==> src/design/mpt_pkg.sv <==
`timescale 1ns / 1ps
// -----------------------------------------------------------------------------
// Mosaic pixelate transition package
// Shared types, register indexes and command codes of the mosaic core.
// -----------------------------------------------------------------------------
package mpt_pkg;

    localparam int CFG_IDX_W  = 3;
    localparam int CFG_DATA_W = 11;
    localparam int ADDR_W     = 12;
    localparam int DIV_STEPS  = 7;

    // Input request modes
    localparam logic [1:0] MODE_WRITE_A = 2'd0;
    localparam logic [1:0] MODE_WRITE_B = 2'd1;
    localparam logic [1:0] MODE_READ    = 2'd2;

    // Configuration register indexes
    localparam logic [CFG_IDX_W-1:0] REG_REGION_WIDTH      = 3'd0;
    localparam logic [CFG_IDX_W-1:0] REG_REGION_HEIGHT     = 3'd1;
    localparam logic [CFG_IDX_W-1:0] REG_BLOCK_SIZE        = 3'd2;
    localparam logic [CFG_IDX_W-1:0] REG_TRANSITION_ENABLE = 3'd3;
    localparam logic [CFG_IDX_W-1:0] REG_PROGRESS_Q10      = 3'd4;
    localparam logic [CFG_IDX_W-1:0] REG_PEAK_BLOCK        = 3'd5;

    // Q10 progress landmarks
    localparam logic [10:0] HALF_Q10 = 11'd512;
    localparam logic [10:0] ONE_Q10  = 11'd1024;

    typedef struct packed {
        logic [7:0]  region_width;
        logic [6:0]  region_height;
        logic [7:0]  block_size;
        logic        transition_enable;
        logic [10:0] progress_q10;
        logic [7:0]  peak_block;
    } cfg_t;

    typedef enum logic [1:0] {
        CMD_WRITE_A,
        CMD_WRITE_B,
        CMD_READ
    } cmd_kind_t;

    typedef struct packed {
        cmd_kind_t         kind;
        logic [ADDR_W-1:0] addr;
        logic [7:0]        data;
        logic [6:0]        column;
        logic [5:0]        row;
        logic [7:0]        blk;
        logic              sel_b;
        logic              valid;
    } cmd_t;

    typedef enum logic [1:0] {
        F_ACCEPT,
        F_MUL,
        F_PUSH
    } front_state_t;

    typedef enum logic [2:0] {
        B_IDLE,
        B_DIV,
        B_SAMPLE,
        B_ADDR,
        B_READ,
        B_RESULT
    } back_state_t;

endpackage

==> src/design/mpt_queue.sv <==
`timescale 1ns / 1ps
// -----------------------------------------------------------------------------
// Mosaic command queue
// Two-entry FIFO of decoded commands between the front and back ends.
// -----------------------------------------------------------------------------
module mpt_queue (
    input  logic          clk,
    input  logic          rst_n,
    input  logic          push_valid,
    output logic          push_ready,
    input  mpt_pkg::cmd_t push_cmd,
    output logic          pop_valid,
    input  logic          pop,
    output mpt_pkg::cmd_t pop_cmd
);

    localparam logic [1:0] DEPTH = 2'd2;

    mpt_pkg::cmd_t entry_reg [2];
    logic [1:0]    count_reg;
    logic [1:0]    count_next;
    logic          wr_ptr_reg;
    logic          rd_ptr_reg;
    logic          do_push;
    logic          do_pop;

    assign push_ready = (count_reg != DEPTH);
    assign pop_valid  = (count_reg != 2'd0);
    assign pop_cmd    = entry_reg[rd_ptr_reg];
    assign do_push    = push_valid && push_ready;
    assign do_pop     = pop && pop_valid;

    always_comb
    begin
        count_next = count_reg;
        if (do_push && !do_pop)
        begin
            count_next = count_reg + 2'd1;
        end
        else if (!do_push && do_pop)
        begin
            count_next = count_reg - 2'd1;
        end
    end

    always_ff @(posedge clk or negedge rst_n)
    begin
        if (!rst_n)
        begin
            count_reg  <= 2'd0;
            wr_ptr_reg <= 1'b0;
            rd_ptr_reg <= 1'b0;
        end
        else
        begin
            count_reg <= count_next;
            if (do_push)
            begin
                wr_ptr_reg <= !wr_ptr_reg;
            end
            if (do_pop)
            begin
                rd_ptr_reg <= !rd_ptr_reg;
            end
        end
    end

    always_ff @(posedge clk)
    begin
        if (do_push)
        begin
            entry_reg[wr_ptr_reg] <= push_cmd;
        end
    end

endmodule

==> config.mk <==
export PLATFORM = sky130hd
export DESIGN_NAME = mpt_queue
export DESIGN_NICKNAME = d
export VERILOG_FILES = /design/src/design/mpt_pkg.sv /design/src/design/mpt_queue.sv
export SDC_FILE = /design/constraint.sdc
export NUM_CORES = 1
export LEC_CHECK = 0
export ABC_AREA = 1
export BUFFER_PORTS_ARGS = -buffer_cell sky130_fd_sc_hd__buf_2
export CAP_MARGIN = 20
export CORE_MARGIN = 4
export CORE_UTILIZATION = 45
export DETAILED_ROUTE_END_ITERATION = 10
export PLACE_DENSITY = 0.7
export SYNTH_ARGS = -nofsm -noshare
export SYNTH_HDL_FRONTEND = slang
export SYNTH_SLANG_ARGS = --single-unit
==> constraint.sdc <==
create_clock -name clk -period 3.7 [get_ports clk]
set_input_delay 0.37 -clock clk [delete_from_list [all_inputs] [get_ports clk]]
set_output_delay 0.37 -clock clk [all_outputs]
set_load 0.01 [all_outputs]
==> reports/metrics.csv <==
metric;value;unit
finalCritPeriodShare;0.568;
cts_buffer_depth;2;
antenna_left;0;
cap_violations;0;
combPwrFrac;0.338;
p_clk_frac;0.193;
routedWlPerCell;13.6;um
syn2layout_area_growth;20.2;%
tightest_slew;0.935;ns
fp.dieH;96.8;um
syn_area_per_cell;13.5;um^2
overflow;0;
cts.repair.resized;0;
viasPerCell;4.55;
rows;32;
final_common_cell;nand2_1;
clk_latency;0.35;ns
rsz0062_at_grt;no;
crit_path_end_kind;register;
report.final.setup_viol;0;
drc;0;
io_pins;96;
cts_tree;yes;
syn_nets;313;
antenna_found_initial;0;
synthCells;263;
drtPass1Iterations;4;
max_stage_delay;0.72;ns
layout-drive-gt1-share;0.313;
post_cts_buffers;0;
dpl_worst_slack;1.55;ns
clk_pin_slew_worst_paths;0.09;ns
status;finished clean;
hold_ws;0.208;ns
die_x;96.8;um
fp.coreArea;7690;um^2
path_max_fanout;31;
cp_slowest_cell;nor2_4;
hold_viol;0;
io_buffer_count;95;
max_freq;475;MHz
cp.arrival;2.14;ns
p_sw;1110;uW
relSlewSlack;0.375;
slew_violations;0;
largest_register_ffs;90;
grt_max_degree;47;
htree_levels;3;
syn_area;3550;um^2
startpoint_type;register;
switching_share;0.344;
synth_largest_area_cell;edfxtp_1;
critPathKind;reg -> reg;
synth_area_leaders;edfxtp_1 (76%), nand2_1 (15%), dfrtp_1 (2.8%);
synth_warnings;0;
worstPathCellList;inv_1, nand2_1, nand2_2, nor2_4, buf_4;
numCtsBuffers;9;
drtIter0Drc;115;
setup_slack;1.60;ns
fin_crit;2.10;ns
cts.sinks;94;
p_leak;0.00185;uW
p_int;2120;uW
grt_pass1_wl;10500;um
power.share.sequential;0.469;
via_count;2142;
drt-total-wl;6430;um
tns;0;ns
die_area;9360;um^2
hold_class;in -> reg;
ys_ff_latch;94;
grtUsageTotal;0.144;
power_density;759;nW/um^2
fill_cells;699;
cts-root-buf;clkbuf_8;
grt_pass1_vias;2199;
fin_worst_skew;0.0116;ns
required;3.73;ns
final_nets;414;
start_util;0.461;
place_congestion;0.758;
synth_top_area_frac;0.762;
irDropWorstVdd;474;uV
final_cell_mix;nand2_1 (144), buf_2 (95), edfxtp_1 (90);
yosysUniqueCellTypes;16;
dp_hpwl;4220;um
seq_area_frac_synth;0.790;
synthesized netlist by cell type, drive strengths merged:
cell and count:
nand4 1, xnor2 1, buf 8, inv 7
ha 1, nand3 2, dfrtp 4, xor2 1
edfxtp 90, nand2 145, clkbuf 1, nor2 2
worst paths after layout:
path | from | end | slack [ns] | depth (start not counted)
min | push_cmd[42] | entry_reg[1][42] | 0.21 | 1
max reg2reg | count_reg[0] | entry_reg[1][29] | 1.60 | 5
min reg2reg | count_reg[1] | count_reg[1] | 0.52 | 2
max | count_reg[0] | entry_reg[1][29] | 1.60 | 5
max in group asynchronous | rst_n | rd_ptr_reg | 3.21 | 2
min in group asynchronous | rst_n | count_reg[1] | 0.35 | 2
power groups by stage:
stage	Combinational, uW	Sequential, uW	Clock [uW]
after floorplan	766	1540	0
after global placement	1110	1540	0
after detailed placement	1120	1540	0
after CTS	1130	1520	639
after global routing	1240	1540	686
final	1090	1520	623
stage by stage:
stage / total power, uW / utilization / cell area [um^2] / std cells
floorplan: 2310 / - / 3550 / 263
global placement: 2640 / 0.530 / 4070 / 454
detailed placement: 2670 / 0.530 / 4070 / 454
CTS: 3290 / 0.554 / 4260 / 470
global route: 3470 / 0.554 / 4260 / 470
finish: 3230 / 0.554 / 4260 / 471
worst max-delay path, delay by kind of cell, from the launching register on:
| kind | cells | cell delay [ns] |
|---|---|---|
| flip-flops | 1 | 0.39 |
| AND/OR/NAND/NOR | 3 | 0.93 |
| buffers and inverters | 2 | 0.46 |
cells by family after synthesis:
family,after synthesis,synth area share
adders and majority gates,1,0.00353
and+or+nand+nor,150,0.161
DFF,94,0.790
buffers and inverters,16,0.0402
xor gates and xnor gates,2,0.00494
final cells by class:
| cell class | count | area, um^2 | share of cell area |
|---|---|---|---|
| Antenna cell | 1 | 2.50 | 0.000587 |
| Clock inverter | 6 | 53.8 | 0.0126 |
| Clock buffer | 9 | 124 | 0.0291 |
| Sequential cell | 94 | 2800 | 0.658 |
| Timing Repair Buffer | 99 | 508 | 0.119 |
| Tap cell | 102 | 128 | 0.0299 |
| Multi-Input combinational cell | 153 | 616 | 0.144 |
| Inverter | 7 | 26.3 | 0.00617 |
layer usage:
metal / track usage / share of wire
met5: 0 / 0
met2: 0.253 / 0.53
met3: 0.0534 / 0.071
met1: 0.151 / 0.38
met4: 0.0702 / 0.022
timing repair:
item,in CTS,in global routing
setup endpoints to repair,0,0
hold buffers,1,0
hold endpoints to repair,4,0
(Power assumes the default switching activity.)
