[src/design/mpt_pkg.sv]
`timescale 1ns / 1ps
// -----------------------------------------------------------------------------
// Mosaic pixelate transition package
// Shared types, register indexes and command codes of the mosaic core.
// -----------------------------------------------------------------------------
package mpt_pkg;

    localparam int CFG_IDX_W  = 3;
    localparam int CFG_DATA_W = 11;
    localparam int ADDR_W     = 12;
    localparam int DIV_STEPS  = 7;

    // Input request modes
    localparam logic [1:0] MODE_WRITE_A = 2'd0;
    localparam logic [1:0] MODE_WRITE_B = 2'd1;
    localparam logic [1:0] MODE_READ    = 2'd2;

    // Configuration register indexes
    localparam logic [CFG_IDX_W-1:0] REG_REGION_WIDTH      = 3'd0;
    localparam logic [CFG_IDX_W-1:0] REG_REGION_HEIGHT     = 3'd1;
    localparam logic [CFG_IDX_W-1:0] REG_BLOCK_SIZE        = 3'd2;
    localparam logic [CFG_IDX_W-1:0] REG_TRANSITION_ENABLE = 3'd3;
    localparam logic [CFG_IDX_W-1:0] REG_PROGRESS_Q10      = 3'd4;
    localparam logic [CFG_IDX_W-1:0] REG_PEAK_BLOCK        = 3'd5;

    // Q10 progress landmarks
    localparam logic [10:0] HALF_Q10 = 11'd512;
    localparam logic [10:0] ONE_Q10  = 11'd1024;

    typedef struct packed {
        logic [7:0]  region_width;
        logic [6:0]  region_height;
        logic [7:0]  block_size;
        logic        transition_enable;
        logic [10:0] progress_q10;
        logic [7:0]  peak_block;
    } cfg_t;

    typedef enum logic [1:0] {
        CMD_WRITE_A,
        CMD_WRITE_B,
        CMD_READ
    } cmd_kind_t;

    typedef struct packed {
        cmd_kind_t         kind;
        logic [ADDR_W-1:0] addr;
        logic [7:0]        data;
        logic [6:0]        column;
        logic [5:0]        row;
        logic [7:0]        blk;
        logic              sel_b;
        logic              valid;
    } cmd_t;

    typedef enum logic [1:0] {
        F_ACCEPT,
        F_MUL,
        F_PUSH
    } front_state_t;

    typedef enum logic [2:0] {
        B_IDLE,
        B_DIV,
        B_SAMPLE,
        B_ADDR,
        B_READ,
        B_RESULT
    } back_state_t;

endpackage

[src/design/mpt_front.sv]
`timescale 1ns / 1ps
// -----------------------------------------------------------------------------
// Mosaic front end
// Accepts requests, computes write addresses, block size and read validity,
// and hands decoded commands to the queue.
// -----------------------------------------------------------------------------
module mpt_front #(
    parameter int CANVAS_WIDTH  = 128,
    parameter int CANVAS_HEIGHT = 64
) (
    input  logic          clk,
    input  logic          rst_n,
    input  mpt_pkg::cfg_t cfg,
    input  logic          s_tvalid,
    output logic          s_tready,
    input  logic [31:0]   s_tdata,
    output logic          push_valid,
    input  logic          push_ready,
    output mpt_pkg::cmd_t push_cmd
);

    localparam int         PAGES       = (CANVAS_HEIGHT + 7) / 8;
    localparam int         STORE_DEPTH = CANVAS_WIDTH * PAGES;
    localparam logic [12:0] DEPTH_V    = 13'(STORE_DEPTH);
    localparam logic [8:0]  CW_V       = 9'(CANVAS_WIDTH);
    localparam logic [7:0]  CH_V       = 8'(CANVAS_HEIGHT);

    mpt_pkg::front_state_t state_reg;
    mpt_pkg::front_state_t state_next;

    logic [1:0]  mode_reg;
    logic [6:0]  column_reg;
    logic [2:0]  page_reg;
    logic [5:0]  row_reg;
    logic [7:0]  byte_reg;
    logic [17:0] prod_reg;
    logic [17:0] prod_next;
    logic        lower_reg;
    logic        lower_next;

    logic        accept;
    logic        load_prod;
    logic [7:0]  m_eff;
    logic [7:0]  m_minus1;
    logic [10:0] p_sat;
    logic [9:0]  mul_in;
    logic [18:0] grow_sum;
    logic [18:0] shrink_sum;
    logic [10:0] raw_blk;
    logic [7:0]  trans_blk;
    logic [7:0]  blk;
    logic        valid;
    logic [12:0] waddr;
    logic        is_write;
    logic        waddr_ok;

    assign accept = s_tvalid && s_tready;

    // Transition block size: the product is registered, the rounding follows.
    always_comb
    begin
        m_eff      = (cfg.peak_block == 8'd0) ? 8'd1 : cfg.peak_block;
        m_minus1   = m_eff - 8'd1;
        p_sat      = (cfg.progress_q10 > mpt_pkg::ONE_Q10) ? mpt_pkg::ONE_Q10
                                                           : cfg.progress_q10;
        lower_next = (p_sat < mpt_pkg::HALF_Q10);
        mul_in     = lower_next ? p_sat[9:0] : 10'(p_sat - mpt_pkg::HALF_Q10);
        prod_next  = {10'b0, m_minus1} * {8'b0, mul_in};

        grow_sum   = {1'b0, prod_reg} + 19'd256;
        shrink_sum = {2'b0, m_eff, 9'b0} - {1'b0, prod_reg} + 19'd256;
        raw_blk    = lower_reg ? ({1'b0, grow_sum[18:9]} + 11'd1)
                               : {1'b0, shrink_sum[18:9]};
        if (raw_blk == 11'd0)
        begin
            trans_blk = 8'd1;
        end
        else if (raw_blk > {3'b0, m_eff})
        begin
            trans_blk = m_eff;
        end
        else
        begin
            trans_blk = raw_blk[7:0];
        end
    end

    always_comb
    begin
        blk   = cfg.transition_enable ? trans_blk : cfg.block_size;
        valid = (cfg.region_width != 8'd0) && (cfg.region_height != 7'd0) &&
                ({1'b0, cfg.region_width} <= CW_V) &&
                ({1'b0, cfg.region_height} <= CH_V);
        if (cfg.transition_enable)
        begin
            if (({1'b0, cfg.region_width} != CW_V) ||
                ({1'b0, cfg.region_height} != CH_V))
            begin
                valid = 1'b0;
            end
        end
        else if (cfg.block_size == 8'd0)
        begin
            valid = 1'b0;
        end
        if (({1'b0, column_reg} >= cfg.region_width) ||
            ({1'b0, row_reg} >= cfg.region_height))
        begin
            valid = 1'b0;
        end

        waddr    = ({10'b0, page_reg} * {5'b0, cfg.region_width}) + {6'b0, column_reg};
        waddr_ok = (waddr < DEPTH_V);
        is_write = (mode_reg == mpt_pkg::MODE_WRITE_A) ||
                   (mode_reg == mpt_pkg::MODE_WRITE_B);
    end

    always_comb
    begin
        push_cmd.kind   = (mode_reg == mpt_pkg::MODE_WRITE_A) ? mpt_pkg::CMD_WRITE_A :
                          (mode_reg == mpt_pkg::MODE_WRITE_B) ? mpt_pkg::CMD_WRITE_B :
                                                                mpt_pkg::CMD_READ;
        push_cmd.addr   = waddr[mpt_pkg::ADDR_W-1:0];
        push_cmd.data   = byte_reg;
        push_cmd.column = column_reg;
        push_cmd.row    = row_reg;
        push_cmd.blk    = blk;
        push_cmd.sel_b  = cfg.transition_enable && (cfg.progress_q10 >= mpt_pkg::HALF_Q10);
        push_cmd.valid  = valid;
    end

    always_comb
    begin
        state_next = state_reg;
        s_tready   = 1'b0;
        push_valid = 1'b0;
        load_prod  = 1'b0;
        case (state_reg)
            mpt_pkg::F_ACCEPT:
            begin
                s_tready = 1'b1;
                if (s_tvalid)
                begin
                    case (s_tdata[1:0])
                        mpt_pkg::MODE_WRITE_A, mpt_pkg::MODE_WRITE_B:
                            state_next = mpt_pkg::F_PUSH;
                        mpt_pkg::MODE_READ:
                            state_next = mpt_pkg::F_MUL;
                        default:
                            state_next = mpt_pkg::F_ACCEPT;
                    endcase
                end
            end
            mpt_pkg::F_MUL:
            begin
                load_prod  = 1'b1;
                state_next = mpt_pkg::F_PUSH;
            end
            mpt_pkg::F_PUSH:
            begin
                // A byte write that falls outside the store is dropped here.
                if (is_write && !waddr_ok)
                begin
                    state_next = mpt_pkg::F_ACCEPT;
                end
                else
                begin
                    push_valid = 1'b1;
                    if (push_ready)
                    begin
                        state_next = mpt_pkg::F_ACCEPT;
                    end
                end
            end
            default:
            begin
                state_next = mpt_pkg::F_ACCEPT;
            end
        endcase
    end

    always_ff @(posedge clk or negedge rst_n)
    begin
        if (!rst_n)
        begin
            state_reg <= mpt_pkg::F_ACCEPT;
        end
        else
        begin
            state_reg <= state_next;
        end
    end

    always_ff @(posedge clk)
    begin
        if (accept)
        begin
            mode_reg   <= s_tdata[1:0];
            column_reg <= s_tdata[8:2];
            page_reg   <= s_tdata[11:9];
            row_reg    <= s_tdata[17:12];
            byte_reg   <= s_tdata[25:18];
        end
        if (load_prod)
        begin
            prod_reg  <= prod_next;
            lower_reg <= lower_next;
        end
    end

endmodule

[config.mk]
export PLATFORM = sky130hd
export DESIGN_NAME = mpt_front
export DESIGN_NICKNAME = d
export VERILOG_FILES = /design/src/design/mpt_pkg.sv /design/src/design/mpt_front.sv
export SDC_FILE = /design/constraint.sdc
export NUM_CORES = 1
export LEC_CHECK = 0
export BUFFER_PORTS_ARGS = -buffer_cell sky130_fd_sc_hd__buf_2
export CELL_PAD_IN_SITES_DETAIL_PLACEMENT = 0
export CELL_PAD_IN_SITES_GLOBAL_PLACEMENT = 1
export CORE_ASPECT_RATIO = 1.75
export CORE_MARGIN = 8
export CORE_UTILIZATION = 30
export DETAILED_ROUTE_END_ITERATION = 8
export PLACE_DENSITY_LB_ADDON = 0.08
export SETUP_SLACK_MARGIN = 0.15
export SYNTH_ARGS = -nofsm -noshare
export SYNTH_HDL_FRONTEND = slang
export SYNTH_SLANG_ARGS = --single-unit
[constraint.sdc]
create_clock -name clk -period 6.61 [get_ports clk]
set_input_delay 0.661 -clock clk [delete_from_list [all_inputs] [get_ports clk]]
set_output_delay 0.661 -clock clk [all_outputs]
set_load 0.01 [all_outputs]
==> results.tsv, run 1 <==
metric	value	unit
status	finished, final reports clean	
crit path time final	6258	ps
final antenna-violating net count	0	
post-synth top area cell	edfxtp_1	
Layout area overhead	23.72	%
CTS Sinks	47	
final hold violations	0	
clock-pin transition on the worst setup and hold timing paths	70	ps
Finished Cell Area	0.008902	mm^2
Die W	133.1	um
first-pass GRT wire length	36260	um
Post-CTS Hold Fix Bufs	0	
Async S/R FF share, synth	4.255	%
GRT Total Usage	15.67	%
delay-heaviest family, CP	adder cells	
fin. max-slew vios	0	
Syn Nets	1034	
WS Path Type	in -> reg	
pre-CTS setup slack	-220.3	ps
via count	6296	
height of the die	220.9	um
top_reg_cell synth	edfxtp_1	
Post-Route WL	22800	um
vias in the first global route	7050	
fmax	159.8	MHz
DR WL/cell	17.77	um
Post-synth EDFFs	45	
IO Pins	126	
Port Buf Inserts	119	
Startpoint Class	input pin	
met1 GRT Util	13.92	%
met2 GRT Util	33.84	%
busiest grt layer	met2	
Slew headroom	25.86	%
Clk Latency, worst-skew pair	300	ps
most common cell after layout, fill and taps aside	inv_1	
RSZ-0062 raised after global routing	true	
Num CTS Buffers	5	
CP Buf/Inv Count	6	
1st-iter DRT viols	150	
1st-pass router iterations	4	
CP Max Fanout	6	
non-filler instance count after layout	1283	
Design Power	1.720	mW
initial antenna violation count	0	
max-cap viol count	0	
nets@finish	1195	
mean post-synth cell area	8.851	um^2
Area contributors post-synth	edfxtp_1 19%, fa_1 17%, ha_1 14%, inv_1 7.0%, xnor2_1 4.0%	
Setup Viol. Count Final	0	
Hold WC Path Type	in -> async	
core area	0.02374	mm^2
Global Route met3 Usage	1.429	%
Starting Density	30.31	%
placed insts	1271	
Slew @ Worst Pin	1107	ps
cell area after synthesis	0.007196	mm^2
placed cell area	0.008558	mm^2
commonest cells after routing, fill and taps aside	134 x inv_1, 119 x buf_2, 78 x ha_1	
critical path's largest stage delay	540	ps
yosys warns	0	
cell count after synthesis	813	
H-tree depth	2	
Clock Root Buffer	clkbuf_16	
Die Area	0.02939	mm^2
Worst IR Drop VDD	0.00008902	V
Setup TNS	0	ps
CP max-delay cell	fa_1	
Synth cell types	81	
leak pwr	4.235	nW
Worst EP required	6760	ps
Crit. End Element	flop	
final worst path period share	94.68	%
Antenna Cells	0	
Max Clock Skew	5.063	ps
std cell rows	75	
Vias/cell	4.907	
fin worst setup slack	351.6	ps
routability cong.	0.8117	
top cell type's share of synthesized area	18.78	%
sequential share of the synthesized area	19.47	%
Yosys reg bits	47	
layout cells sized above 1	24.31	%
CP arrival	6410	ps
number of flip-flops under the largest register name	18	
pin count of the biggest net entering global routing	33	
Clock Path Buffers	2	
pwr/cell area	193.2	mW/mm^2
DP HPWL	20060	um
global route total overflow	0	
residual DRC count	0	
cell mode on critical path	fa_1	
CTS tree	built	
## metal layers
metal / vias up / wire length [um]
li1: 3092 / -
met1: 3056 / 7685
met2: 120 / 13910
met3: 28 / 592
met4: 0 / 612
met5: - / 0
## path summary, 6_finish.rpt
| path | startpoint | endpoint | slack, ps | cells after the start |
|---|---|---|---|---|
| worst max-delay path | cfg[4] | prod_reg[17]$_DFFE_PP_ | 350 | 25 |
| worst min-delay path | rst_n | state_reg[0]$_DFFE_PN0P_ | 130 | 1 |
| worst max register to register | page_reg[2]$_DFFE_PP_ | state_reg[1]$_DFFE_PN0P_ | 2360 | 14 |
| worst min register to register | state_reg[0]$_DFFE_PN0P_ | state_reg[1]$_DFFE_PN0P_ | 540 | 1 |
| max in group asynchronous | rst_n | state_reg[1]$_DFFE_PN0P_ | 6380 | 1 |
| min in group clk | s_tdata[21] | byte_reg[3]$_DFFE_PP_ | 530 | 1 |
## per-stage QoR
step,hold WS [ps],util (%)
final,131.1,37.50
after floorplan,365.4,-
after detailed placement,452.0,36.05
after global routing,121.8,37.50
after global placement,446.4,36.05
after CTS,116.1,37.08
## what timing repair did
item	4_1_cts	5_1_grt
pin swaps	2	9
hold endpoints to repair	0	0
setup endpoints to repair	9	15
gates resized for setup	6	22
setup buffers	2	2
## cell families (layout without fill, tap and decap cells)
logic type                 count (synthesis)  in the layout  synth area share [%]
AOI/OAI and AO/OA                        132            132                 13.69
xor gates and xnor gates                  43             43                 5.425
adders and majority gates                142            142                 30.95
buffers and inverters                    160            322                 8.468
DFF                                       47             47                 19.47
muxes                                     11             11                 1.565
and+or+nand+nor                          278            278                 20.43
## synth_stat cells (10+ instances only)
cell and count:
nor2_1 73, and2_1 15, inv_1 135, clkbuf_1 15, nor2b_1 15, edfxtp_1 45, nand2b_1 24, nor4_1 10
a21oi_1 26, nand3_1 16, nand2_1 58, fa_1 60, o21ai_0 19, xnor2_1 33, ha_1 82, nor3_1 17
## report_power, final
| part | switching, mW | internal, mW | leakage [nW] |
|---|---|---|---|
| clock network | 0.118 | 0.217 | 0.0911 |
| logic | 0.530 | 0.452 | 3.70 |
| registers | 0.0286 | 0.374 | 0.447 |
## layout make-up
cell class / instances / area (um^2)
inverter: 137 / 516.7
tap: 308 / 385.4
clock inverter: 2 / 60.06
sequential: 47 / 1401
clock buffer: 6 / 128.9
multi-input combinational: 606 / 5355
timing repair buffer: 177 / 1055
fill: 2503 / 14840
No activity file was read; power rests on OpenSTA's default activity.
==> run 2: changes to the inputs <==
MAX_ROUTING_LAYER = met4   (was unset)
clock period = 6.25 ns   (was 6.61 ns; I/O delays follow)
==> results.tsv, run 2 (same netlist as run 1, synthesis figures left out) <==
metric	value	unit
number of flip-flops under the largest register name	18	
1st-pass router iterations	4	
fmax	163.2	MHz
WS Path Type	in -> out	
max-cap viol count	0	
Max Clock Skew	12.38	ps
placed cell area	0.008806	mm^2
height of the die	220.9	um
GRT Total Usage	16.40	%
Worst Reg-to-Reg Cells	14	
residual DRC count	0	
final hold violations	0	
clock-pin transition on the worst setup and hold timing paths	80	ps
pwr/cell area	197.2	mW/mm^2
most common cell after layout, fill and taps aside	inv_1	
nets@finish	1232	
commonest cells after routing, fill and taps aside	129 x inv_1, 116 x buf_2, 87 x buf_4	
Vias/cell	4.820	
layout cells sized above 1	29.84	%
CP arrival	5500	ps
Startpoint Class	input pin	
Crit. End Element	output port	
CTS tree	built	
Worst IR Drop VDD	0.0001042	V
IO Pins	126	
fin. max-slew vios	0	
Antenna Cells	0	
DP HPWL	20360	um
routability cong.	0.7979	
wl on met1	8014	um
std cell rows	75	
Setup Viol. Count Final	0	
met2 wire len	13950	um
Slew @ Worst Pin	1050	ps
Starting Density	30.31	%
Die W	133.1	um
crit path time final	6127	ps
Clock Path Buffers	2	
Die Area	0.02939	mm^2
top layer in use	met4	
CP Max Fanout	8	
Design Power	1.849	mW
via count	6363	
final antenna-violating net count	0	
1st-iter DRT viols	196	
core area	0.02374	mm^2
status	finished, final reports clean	
Slew headroom	29.70	%
initial antenna violation count	0	
Hold WC Path Type	in -> async	
final worst path period share	98.03	%
RSZ-0062 raised after global routing	true	
Layout area overhead	30.26	%
Worst EP required	5620	ps
Clk Latency, worst-skew pair	310	ps
Num CTS Buffers	5	
metal3 WL	664	um
final core utilization	39.48	%
vias in the first global route	6971	
first-pass GRT wire length	36870	um
leak pwr	4.445	nW
Post-Route WL	23340	um
Clock Root Buffer	clkbuf_16	
pin count of the biggest net entering global routing	34	
CTS Sinks	47	
H-tree depth	2	
global route total overflow	0	
DR WL/cell	17.68	um
Port Buf Inserts	119	
Finished Cell Area	0.009373	mm^2
run 2: cell count changes in the layout (fill, tap and decap cells not counted), sizes merged:
cell      previous run  this run
buf                177       214
clkinv               2         4
clkbuf               6         5
clkinvlp             0         1
bufinv               2         0
run 2: final timing paths:
| kind | startpoint | to | slack [ps] |
|---|---|---|---|
| setup / recovery | cfg[1] | push_cmd[4] | 120 |
| hold / removal | rst_n | state_reg[0]$_DFFE_PN0P_ | 90 |
| setup reg to reg | page_reg[2]$_DFFE_PP_ | state_reg[1]$_DFFE_PN0P_ | 1930 |
| hold reg to reg | state_reg[0]$_DFFE_PN0P_ | state_reg[1]$_DFFE_PN0P_ | 540 |
| max in group asynchronous | rst_n | state_reg[1]$_DFFE_PN0P_ | 6070 |
| min in group clk | s_tdata[15] | row_reg[3]$_DFFE_PP_ | 490 |
run 2: worst max-delay path: stages:
cell      delay [ps]
buf_6             90
or4_4            530
or3_4            410
nor2_2            90
or2_4            150
buf_6            110
buf_8             90
ha_4             110
o21a_1           160
nor2_1            60
buf_4            140
nor4b_4          290
nor3_2            60
buf_4            160
buf_6            110
a2111o_1         390
nand4_1          140
ha_1             290
buf_6            130
a21o_1           200
a21oi_2          190
o41ai_4          120
o22ai_4          180
buf_12           170
mux2i_2          220
a22o_1           150
buf_2            130
run 2: final cells by class:
cell class	instances	area, um^2
clock buffer	5	125.1
clock inverter	3	20.02
fill	2492	14370
inverter	137	519.2
multi-input combinational	606	5552
sequential	47	1401
tap	308	385.4
timing repair buffer	214	1370
run 2: layer usage:
layer,vias to the layer above,global-route usage [%]
li1,3167,-
met1,3038,14.51
met2,120,33.87
met3,38,1.611
met4,0,6.075
met5,-,-
run 2: timing repair:
action / in CTS / in global routing
setup endpoints to repair: 15 / 16
buffers inserted: 9 / 7
pin swaps: 39 / 23
resized for setup: 51 / 18
hold endpoints to repair: 0 / 0
hold buffers: 0 / 0
run 2: per-stage QoR:
stage               instances  setup slack [ps]  hold slack [ps]  setup TNS, ps
detailed placement       1296            -515.8            415.2          -3827
finish                   1320             123.0            86.00              0
global placement         1296            -467.9            416.0          -3317
global route             1320            -40.87            80.15         -175.6
floorplan                 813            -39.46            329.4         -39.46
CTS                      1313             113.3            72.10              0
run 2: where the power goes:
group	switching, mW	total, mW	internal [mW]
Clock	0.135	0.283	0.148
Combinational	0.603	1.14	0.541
Sequential	0.0258	0.421	0.396
